File: src/design/ipv4_fpt_pkg.sv
// ----------------------------------------------------------------------------
// IPv4 fragment port tracker package
// Shared constants, codes and controller/datapath interface types.
// ----------------------------------------------------------------------------
package ipv4_fpt_pkg;

  localparam int unsigned TableSlots = 16;
  localparam int unsigned HoldLimit  = 8;
  localparam int unsigned SlotW      = $clog2(TableSlots);
  localparam int unsigned HoldW      = $clog2(HoldLimit);
  localparam int unsigned CountW     = $clog2(HoldLimit + 1);
  localparam int unsigned HeldDepth  = TableSlots * HoldLimit;
  localparam int unsigned HeldAddrW  = $clog2(HeldDepth);
  localparam logic [31:0] AgeTimeoutReset = 32'd1000000;

  localparam logic       OpFragment = 1'b0;
  localparam logic       OpAge      = 1'b1;
  localparam logic [1:0] KindFirst  = 2'd0;
  localparam logic [1:0] KindLater  = 2'd1;
  localparam logic [1:0] DispForward = 2'd0;
  localparam logic [1:0] DispDrop    = 2'd1;
  localparam logic [1:0] DispAged    = 2'd2;

  // datapath commands
  typedef struct packed {
    logic capture;   // latch input beat, start lookup
    logic decide;    // lookup result registered: apply update, form first result
    logic pop;       // read next held handle for release
    logic load_out;  // move formed result into output register
  } ctl_cmd_t;

  // datapath status
  typedef struct packed {
    logic has_first;   // a result is formed after decide
    logic more;        // held handles remain to be released
  } ctl_sts_t;

endpackage

File: src/design/ipv4_fpt_ctrl.sv
// ----------------------------------------------------------------------------
// IPv4 fragment port tracker controller
// Sequences capture, lookup, decision and result release.
// ----------------------------------------------------------------------------
module ipv4_fpt_ctrl (
  input  logic                   clk_i,
  input  logic                   rst_ni,
  input  logic                   in_valid,
  output logic                   in_ready,
  output logic                   out_valid,
  input  logic                   out_ready,
  output ipv4_fpt_pkg::ctl_cmd_t cmd_o,
  input  ipv4_fpt_pkg::ctl_sts_t sts_i
);
  typedef enum logic [5:0] {
    StIdle   = 6'b000001,
    StLook   = 6'b000010,
    StDecide = 6'b000100,
    StRoute  = 6'b001000,
    StPop    = 6'b010000,
    StWait   = 6'b100000
  } state_e;

  state_e state_q, state_d;
  logic   ovalid_q, ovalid_d;

  assign in_ready  = (state_q == StIdle);
  assign out_valid = ovalid_q;

  logic out_free;
  assign out_free = !ovalid_q || out_ready;

  always_comb begin
    state_d  = state_q;
    ovalid_d = ovalid_q && !out_ready;
    cmd_o    = '0;
    case (state_q)
      StIdle: begin
        if (in_valid) begin
          cmd_o.capture = 1'b1;
          state_d = StLook;
        end
      end
      StLook:   state_d = StDecide;
      StDecide: begin
        cmd_o.decide = 1'b1;
        state_d = StRoute;
      end
      StRoute: begin
        if (sts_i.has_first) begin
          if (out_free) begin
            cmd_o.load_out = 1'b1; ovalid_d = 1'b1;
            state_d = sts_i.more ? StPop : StIdle;
          end
        end else begin
          state_d = sts_i.more ? StPop : StIdle;
        end
      end
      StPop: begin
        cmd_o.pop = 1'b1;
        state_d = StWait;
      end
      StWait: begin
        if (out_free) begin
          cmd_o.load_out = 1'b1; ovalid_d = 1'b1;
          state_d = StRoute;
        end
      end
      default: state_d = StIdle;
    endcase
  end

  always_ff @(posedge clk_i or negedge rst_ni) begin
    if (!rst_ni) begin
      state_q  <= StIdle;
      ovalid_q <= 1'b0;
    end else begin
      state_q  <= state_d;
      ovalid_q <= ovalid_d;
    end
  end

endmodule

File: config.mk
export PLATFORM = sky130hd
export DESIGN_NAME = ipv4_fpt_ctrl
export DESIGN_NICKNAME = d
export VERILOG_FILES = /design/src/design/ipv4_fpt_pkg.sv /design/src/design/ipv4_fpt_ctrl.sv
export SDC_FILE = /design/constraint.sdc
export NUM_CORES = 1
export LEC_CHECK = 0
export BUFFER_PORTS_ARGS = -buffer_cell sky130_fd_sc_hd__buf_2
export CAP_MARGIN = 20
export CORE_AREA = 3 3 40 42
export CTS_BUF_LIST = sky130_fd_sc_hd__clkbuf_4 sky130_fd_sc_hd__clkbuf_8
export DETAILED_ROUTE_END_ITERATION = 8
export DIE_AREA = 0 0 43 45
export HOLD_SLACK_MARGIN = 0.12
export PLACE_DENSITY = 0.64
export SLEW_MARGIN = 20
export SYNTH_ARGS = -nofsm -noshare
export SYNTH_HDL_FRONTEND = slang
export SYNTH_SLANG_ARGS = --single-unit
File: constraint.sdc
create_clock -name clk_i -period 1.6 [get_ports clk_i]
set_input_delay 0.32 -clock clk_i [delete_from_list [all_inputs] [get_ports clk_i]]
set_output_delay 0.32 -clock clk_i [all_outputs]
set_load 0.05 [all_outputs]
; ---- Word level (Yosys, flattened, before mapping)
; Index checks and enable logic that the tools add are counted.
[classes]
n_eq_ne = 9
reduce_logical = 5
muxes = 16
[ops]
columns = op, count
row1 = $pmux 6 s6, 1
row2 = $mux 6, 4
row3 = $mux 1, 8
row4 = $eq 6x1->1 const B, 1
row5 = $eq 6x2->1 const B, 1
row6 = $eq 6x3->1 const B, 1
row7 = $eq 6x4->1 const B, 1
row8 = $eq 6x5->1 const B, 1
row9 = $eq 6x6->1 const B, 1
row10 = $mux 5, 1
row11 = $ne 2x2->1 const B, 2
row12 = $pmux 1 s2, 2
row13 = $ne 3x3->1 const B, 1
row14 = $reduce_and 3->1, 1
row15 = $logic_not 1->1, 2
row16 = $logic_and 1x1->1, 1
row17 = $logic_or 1x1->1, 1
[totals]
input_bits = 6
regBits = 7
wordCells = 32

; ---- Longest topological paths before layout
; Gate-level depths: netlist (run 1).
[logic_depth]
depth_word = 5
depth_mapped = 5
depth_no_buf = 4

; ---- Least setup slack after synthesis (run 1)
; No wires, ideal clock.
[synth_path]
kind = reg2out
startpoint = reg state_q[5]
endpoint = out cmd_o[3] in the netlist's numbering
t_arrival_ns = 2.253
t_required_ns = 1.280
path_slack_ns = -0.973
path_stages_with_launch = 4
path_buffers = 1
cell_sequence = dfrtp_1 -> or4_1 -> buf_2 -> nor3_1
[synth_lines]
columns = element, line
row1 = "start, declared", ipv4_fpt_ctrl.sv:24  ; state_e state_q, state_d;
row2 = "start signal, assigned", ipv4_fpt_ctrl.sv:75  ; state_q <= StIdle;
row3 = "start signal, assigned", ipv4_fpt_ctrl.sv:78  ; state_q <= state_d;
row4 = "end, declared", ipv4_fpt_ctrl.sv:12  ; output ipv4_fpt_pkg::ctl_cmd_t cmd_o,

==> impl_metrics.py, run 1 <==
metrics = {
    "run_status": {
        "status": "finished, violations left",
        "violations": "negative setup slack",
    },
    "layout": {
        "drive_gt1_share_pct": 64.71,
        "regArea_sq_um": 176.4,
        "fin_nets": 92,
        "area_growth_pct": 103.2,
        "multiInputGateArea_sq_um": 371.6,
        "instances_no_fill": 100,
        "n_fill_cell": 108,
        "utilization_pct": 68.84,
        "diodes": 0,
    },
    "power_and_ir_drop": {
        "intPower_uw": 889.0,
        "p_leak_uw": 0.0004077,
        "switching_share_pct": 42.35,
        "power_uw": 1542,
        "p_per_area_nw_per_um2": 1743,
        "p_comb_share_pct": 70.4,
        "clkPwrFrac_pct": 11.9,
        "switching_power_uw": 653.1,
        "peakVddDrop_uv": 1237,
        "pwr-share-seq_pct": 17.7,
    },
    "synth": {
        "synthArstFlopShare_pct": 100.0,
        "post-synth-top-area-fraction_pct": 34.48,
        "syn_nets": 55,
        "yosys-top-cells-count": "nor2_1 (7), dfrtp_1 (6), nand2_1 (4), nand2b_1 (4)",
        "syn_inst": 49,
        "synth.avg_cell_area_sq_um": 8.886,
        "synthFlopType": "dfrtp_1",
        "synth_most_common_cell": "nor2_1",
        "synth_top_cells_by_area": "dfrtp_1 (34%), dfstp_2 (6.0%), nor2_1 (6.0%)",
        "synth_cell_types": 24,
        "yosysWarnings": 0,
        "synth_edf_count": 0,
        "ys_ff_latch": 7,
        "synth_top_cell_by_area": "dfrtp_1",
        "synth.cell_area_sq_um": 435.4,
        "ys_seq_area_share_pct": 40.52,
    },
    "route": {
        "drt-pass1-iter-count": 4,
        "avgViaCountPerCell": 5.370,
        "drc": 0,
        "drt_wl_total_mm": 1.434,
        "ant_nets": 0,
        "drt-initial-drc-count": 12,
        "wire_per_inst_um": 14.34,
        "vias": 537,
    },
    "setup_path": {
        "startpoint": "state_q[5]$_DFFE_PN0P_",
        "crit_end": "cmd_o[3]",
        "crit_fanout": 3,
        "setup.worst_path.end_class": "output pin",
        "timing.rr.end": "state_q[3]$_DFFE_PN0P_",
        "crit_arrival_ns": 1.70,
        "reg2reg_depth": 6,
        "rr_startpoint": "state_q[5]$_DFFE_PN0P_",
        "worst-setup-path-type": "reg -> out",
        "rrSetupSlack_ns": -0.34,
        "cp-start-kind": "register",
        "cp.required_ns": 1.28,
    },
    "grt": {
        "grt_pass1_wl_mm": 2.221,
        "grt_pass1_vias": 508,
        "grt_overflow": 0,
        "gr-usage-all-layers_pct": 16.30,
        "grt_max_degree": 8,
        "grt_antenna_before_repair": 0,
    },
    "placement": {
        "io_buffers": 11,
        "gp_congestion": 0.7448,
        "dp.cells": 89,
        "dp_hpwl_mm": 1.002,
    },
    "clock_network": {
        "cts.sinks": 7,
        "cts.clk_slew.worst_paths_ns": 0.06,
        "tritoncts": "done",
        "clk_latency_ns": 0.26,
        "cts_buffers": 3,
        "cts_buffer_depth": 2,
        "root_buffer": "clkbuf_4",
        "h-tree-depth": 1,
    },
    "die": {
        "start_util_pct": 33.89,
        "die_x_um": 43,
        "core_area_sq_um": 1285,
        "die_area_sq_um": 1935,
        "placementRows": 13,
        "die_y_um": 45,
        "ios": 12,
    },
    "worst_hold_path": {
        "hold_class": "in -> reg",
        "hold_depth": 3,
    },
    "timing": {
        "layout_min_cycle_time_ns": 2.022,
        "clock.fmax_mhz": 494.7,
        "worstMarginPinSlew_ns": 0.3614,
        "hold_violations": 0,
        "rsz0062_at_grt": "true",
        "setup_viol": 8,
        "period_share_pct": 126.3,
        "relSlewSlack_pct": 75.86,
        "slew_violations": 0,
        "fin_skew_ns": 0.007658,
        "postLayoutSetupSlackWorst_ns": -0.4216,
    },
    "job": {
        "cap_violations": 0,
    },
}
## how the worst min path moves through the flow
stage / from / endpoint / slack [ns]
global placement: rst_ni / state_q[1]$_DFFE_PN0P_ / 0.16
finish: sts_i[0] / state_q[4]$_DFFE_PN0P_ / 0.31
CTS: sts_i[0] / state_q[4]$_DFFE_PN0P_ / 0.28
floorplan: rst_ni / out_valid$_DFF_PN0_ / 0.02
detailed placement: rst_ni / state_q[5]$_DFFE_PN0P_ / 0.16
global route: sts_i[0] / state_q[4]$_DFFE_PN0P_ / 0.35
## power by group through the flow
stage | Sequential, uW | Clock (uW) | Combinational, uW
3_5_place_dp | 260 | 0 | 760
6_report | 273 | 184 | 1080
5_1_grt | 275 | 197 | 1150
3_3_place_gp | 258 | 0 | 749
2_1_floorplan | 288 | 0 | 470
4_1_cts | 264 | 192 | 979
## logic make-up (layout without fill, tap and decap cells)
kind of cell,Yosys count,count (layout),synth area share [%]
flip-flops,7,7,40.52
buffers and inverters,1,37,1.148
AND/OR/NAND/NOR,33,33,43.39
AO/OA/AOI/OAI,7,7,12.93
XOR/XNOR,1,1,2.012
## layout by cell type, fill, tap and decap left out, types with 2 or more instances in the layout
master	netlist	layout
nand2_1	4	3
nor2_4	0	3
nand2b_1	4	3
buf_6	0	10
buf_8	0	2
nor2b_1	3	3
dfrtp_1	6	6
or4_4	0	2
nor4_4	0	2
o21ai_2	1	2
buf_4	0	14
nor3_4	0	3
clkbuf_4	0	4
buf_2	1	6
a21oi_1	2	2
nor2_1	7	4
## metal layers
metal	wire (um)	global-route usage, %	share of wire, %	up-vias
met5	0	0	0	-
met4	24	4.217	1.7	0
met1	570	19.31	40	251
li1	-	-	-	252
met2	717	27.54	50	30
met3	122	6.773	8.5	4
## flip-flops by register name, indices dropped and copies added, names as in the netlist
register and count:
out_valid 1, state_q 6
## cell type report
cell class,instances,share of cell area [%]
Sequential cell,7,19.94
Timing Repair Buffer,33,32.53
Multi-Input combinational cell,41,42.01
Clock buffer,4,3.395
Tap cell,15,2.122
## metrics by stage
stage	cell area [sq um]	worst slack (ns)	TNS, ns	hold WS, ns
final	884.6	-0.4216	-2.414	0.3083
after global routing	884.6	-0.4679	-2.866	0.3462
after CTS	818.3	-0.4265	-2.170	0.2849
after detailed placement	654.4	-0.3003	-1.673	0.1634
after global placement	654.4	-0.2594	-1.400	0.1614
after floorplan	479.2	-0.2777	-1.084	0.02441
## repair_timing
item,in CTS,in global routing
endpoints found under the hold margin,7,0
pin swaps,9,5
setup buffers,7,2
resized for setup,23,12
hold buffers,1,0
endpoints found under the setup margin,9,8
## critical path: stages, from the launching register on
cell and delay, ns:
dfrtp_1 0.39, or4_4 0.59, nor3_4 0.25, nor3_4 0.06, buf_6 0.15
Power figures use the tool's default switching activity.
==> run 2, diff against run 1 <==
--- a/config.mk
+++ b/config.mk
@@ -12,6 +12,7 @@
 export DETAILED_ROUTE_END_ITERATION = 8
 export DIE_AREA = 0 0 43 45
 export HOLD_SLACK_MARGIN = 0.12
+export MAX_ROUTING_LAYER = met4
 export PLACE_DENSITY = 0.64
 export SLEW_MARGIN = 20
 export SYNTH_ARGS = -nofsm -noshare
==> run 2 against run 1 <==
Against the previous run: the flow still finishes with violations (negative setup slack); clock power about the same; routed wire length increased by 6.5%; worst hold slack worse by 0.0079 ns; global-route usage rose by 0.58 points; largest cell class unchanged.
==> impl_metrics.py, run 2 (same netlist as run 1, synthesis figures left out) <==
metrics = {
    "timing": {
        "period_share_pct": 127.0,
        "setup_viol": 8,
        "clock.fmax_mhz": 492.3,
        "relSlewSlack_pct": 75.08,
        "fin_tns_setup_ns": -2.399,
        "hold_violations": 0,
        "worstMarginPinSlew_ns": 0.3730,
        "slew_violations": 0,
        "postLayoutSetupSlackWorst_ns": -0.4314,
        "fin_skew_ns": 0.005751,
        "rsz0062_at_grt": "true",
        "layout_min_cycle_time_ns": 2.031,
    },
    "job": {
        "cap_violations": 0,
    },
    "run_status": {
        "status": "finished, violations left",
        "violations": "negative setup slack",
    },
    "route": {
        "drt-pass1-iter-count": 4,
        "drt-initial-drc-count": 20,
        "ant_nets": 0,
        "avgViaCountPerCell": 5.360,
        "drc": 0,
        "drt_wl_total_mm": 1.527,
        "vias": 536,
        "wire_per_inst_um": 15.27,
    },
    "layout": {
        "final_common_cell": "buf_4",
        "largest_register_ffs": 6,
        "top_register": "state_q",
        "area_growth_pct": 106.6,
        "instances_no_fill": 100,
        "utilization_pct": 70.01,
        "diodes": 0,
        "fin_nets": 92,
        "most-common-layout-cells": "buf_4 (13), buf_6 (12), buf_2 (6), dfrtp_1 (6), clkbuf_4 (4)",
        "drive_gt1_share_pct": 67.06,
    },
    "power_and_ir_drop": {
        "peakVddDrop_uv": 1383,
        "p_leak_uw": 0.0004100,
        "p_per_area_nw_per_um2": 1756,
    },
    "setup_path": {
        "slowest_delay_ns": 0.58,
        "cp-start-kind": "register",
        "setup.worst_path.end_class": "output pin",
        "path_cells": "or4_4, nor3_4, nor3_4, buf_6",
        "worst-setup-path-type": "reg -> out",
        "crit_arrival_ns": 1.71,
        "slowest_stage": "or4_4",
        "critical_path.most_common_cell": "nor3_4",
        "crit_fanout": 3,
        "cp.required_ns": 1.28,
    },
    "grt": {
        "grt_antenna_before_repair": 0,
        "grt_overflow": 0,
        "grt_pass1_wl_mm": 2.235,
        "grt_pass1_vias": 506,
        "gr-usage-all-layers_pct": 16.88,
        "grt_max_degree": 8,
    },
    "worst_hold_path": {
        "hold_class": "in -> reg",
    },
    "clock_network": {
        "clk_latency_ns": 0.26,
        "root_buffer": "clkbuf_4",
        "cts_buffer_depth": 2,
        "cts.clk_slew.worst_paths_ns": 0.06,
        "cts.sinks": 7,
        "tritoncts": "done",
        "cts_buffers": 3,
        "h-tree-depth": 1,
    },
    "die": {
        "ios": 12,
        "die_y_um": 45,
        "core_area_sq_um": 1285,
        "die_area_sq_um": 1935,
        "die_x_um": 43,
        "placementRows": 13,
        "start_util_pct": 33.89,
    },
    "placement": {
        "gp_congestion": 0.7542,
        "dp.cells": 89,
        "io_buffers": 11,
        "detailedPlace.worstSlack_ns": -0.3003,
        "dp_hpwl_mm": 1.002,
    },
}
==> run 2: timing repair <==
item	CTS	global route
buffers inserted	7	2
gates cloned	0	0
pin swaps	9	9
setup endpoints to repair	9	8
hold buffers	1	0
endpoints found under the hold margin	7	0
gates resized for setup	23	15
==> run 2: metrics by stage <==
step           hold WS [ns]  power (uW)  instance area [sq um]
2_1_floorplan       0.02441       758.3                  479.2
3_3_place_gp         0.1614        1008                  654.4
3_5_place_dp         0.1634        1019                  654.4
4_1_cts              0.2849        1435                  818.3
5_1_grt              0.3454        1654                  899.6
6_report             0.3004        1580                  899.6
==> run 2: power breakdown <==
| group | total, uW | internal, uW | switching, uW | leakage (uW) |
|---|---|---|---|---|
| Sequential | 274 | 226 | 48.0 | 0.0000925 |
| Combinational | 1120 | 569 | 551 | 0.000299 |
| Clock | 186 | 113 | 73.3 | 0.0000184 |
| Total | 1580 | 908 | 672 | 0.000410 |
==> run 2: routing by layer <==
layer  vias up  share of wire (%)  global-route usage (%)
li1        252                  -                       -
met1       263                 41                   19.55
met2        19                 53                   27.54
met3         2                5.9                   6.773
met4         0               0.52                   4.217
met5         -                  0                       -
==> run 2: critical path, delay by kind of cell, from the launching register on <==
kind / cells / cell delay [ns]
simple gates: 3 / 0.89
flops: 1 / 0.41
buf+inv: 1 / 0.15
==> run 2: worst paths after layout <==
kind / startpoint / to / slack [ns] / cells past startpoint
worst max-delay path: state_q[5]$_DFFE_PN0P_ / cmd_o[3] / -0.43 / 4
worst min-delay path: sts_i[0] / state_q[4]$_DFFE_PN0P_ / 0.30 / 3
worst max register to register: state_q[5]$_DFFE_PN0P_ / state_q[3]$_DFFE_PN0P_ / -0.31 / 6
worst min register to register: out_valid$_DFF_PN0_ / out_valid$_DFF_PN0_ / 0.62 / 2
max in group asynchronous: rst_ni / state_q[0]$_DFFE_PN1P_ / 0.91 / 2
min in group asynchronous: rst_ni / state_q[5]$_DFFE_PN0P_ / 0.44 / 2
==> run 2: area by class of cell <==
type	count	area, sq um
clock buffer	4	30.03
fill	111	385.4
multi-input combinational	41	386.6
sequential	7	176.4
tap	15	18.77
timing repair buffer	33	287.8
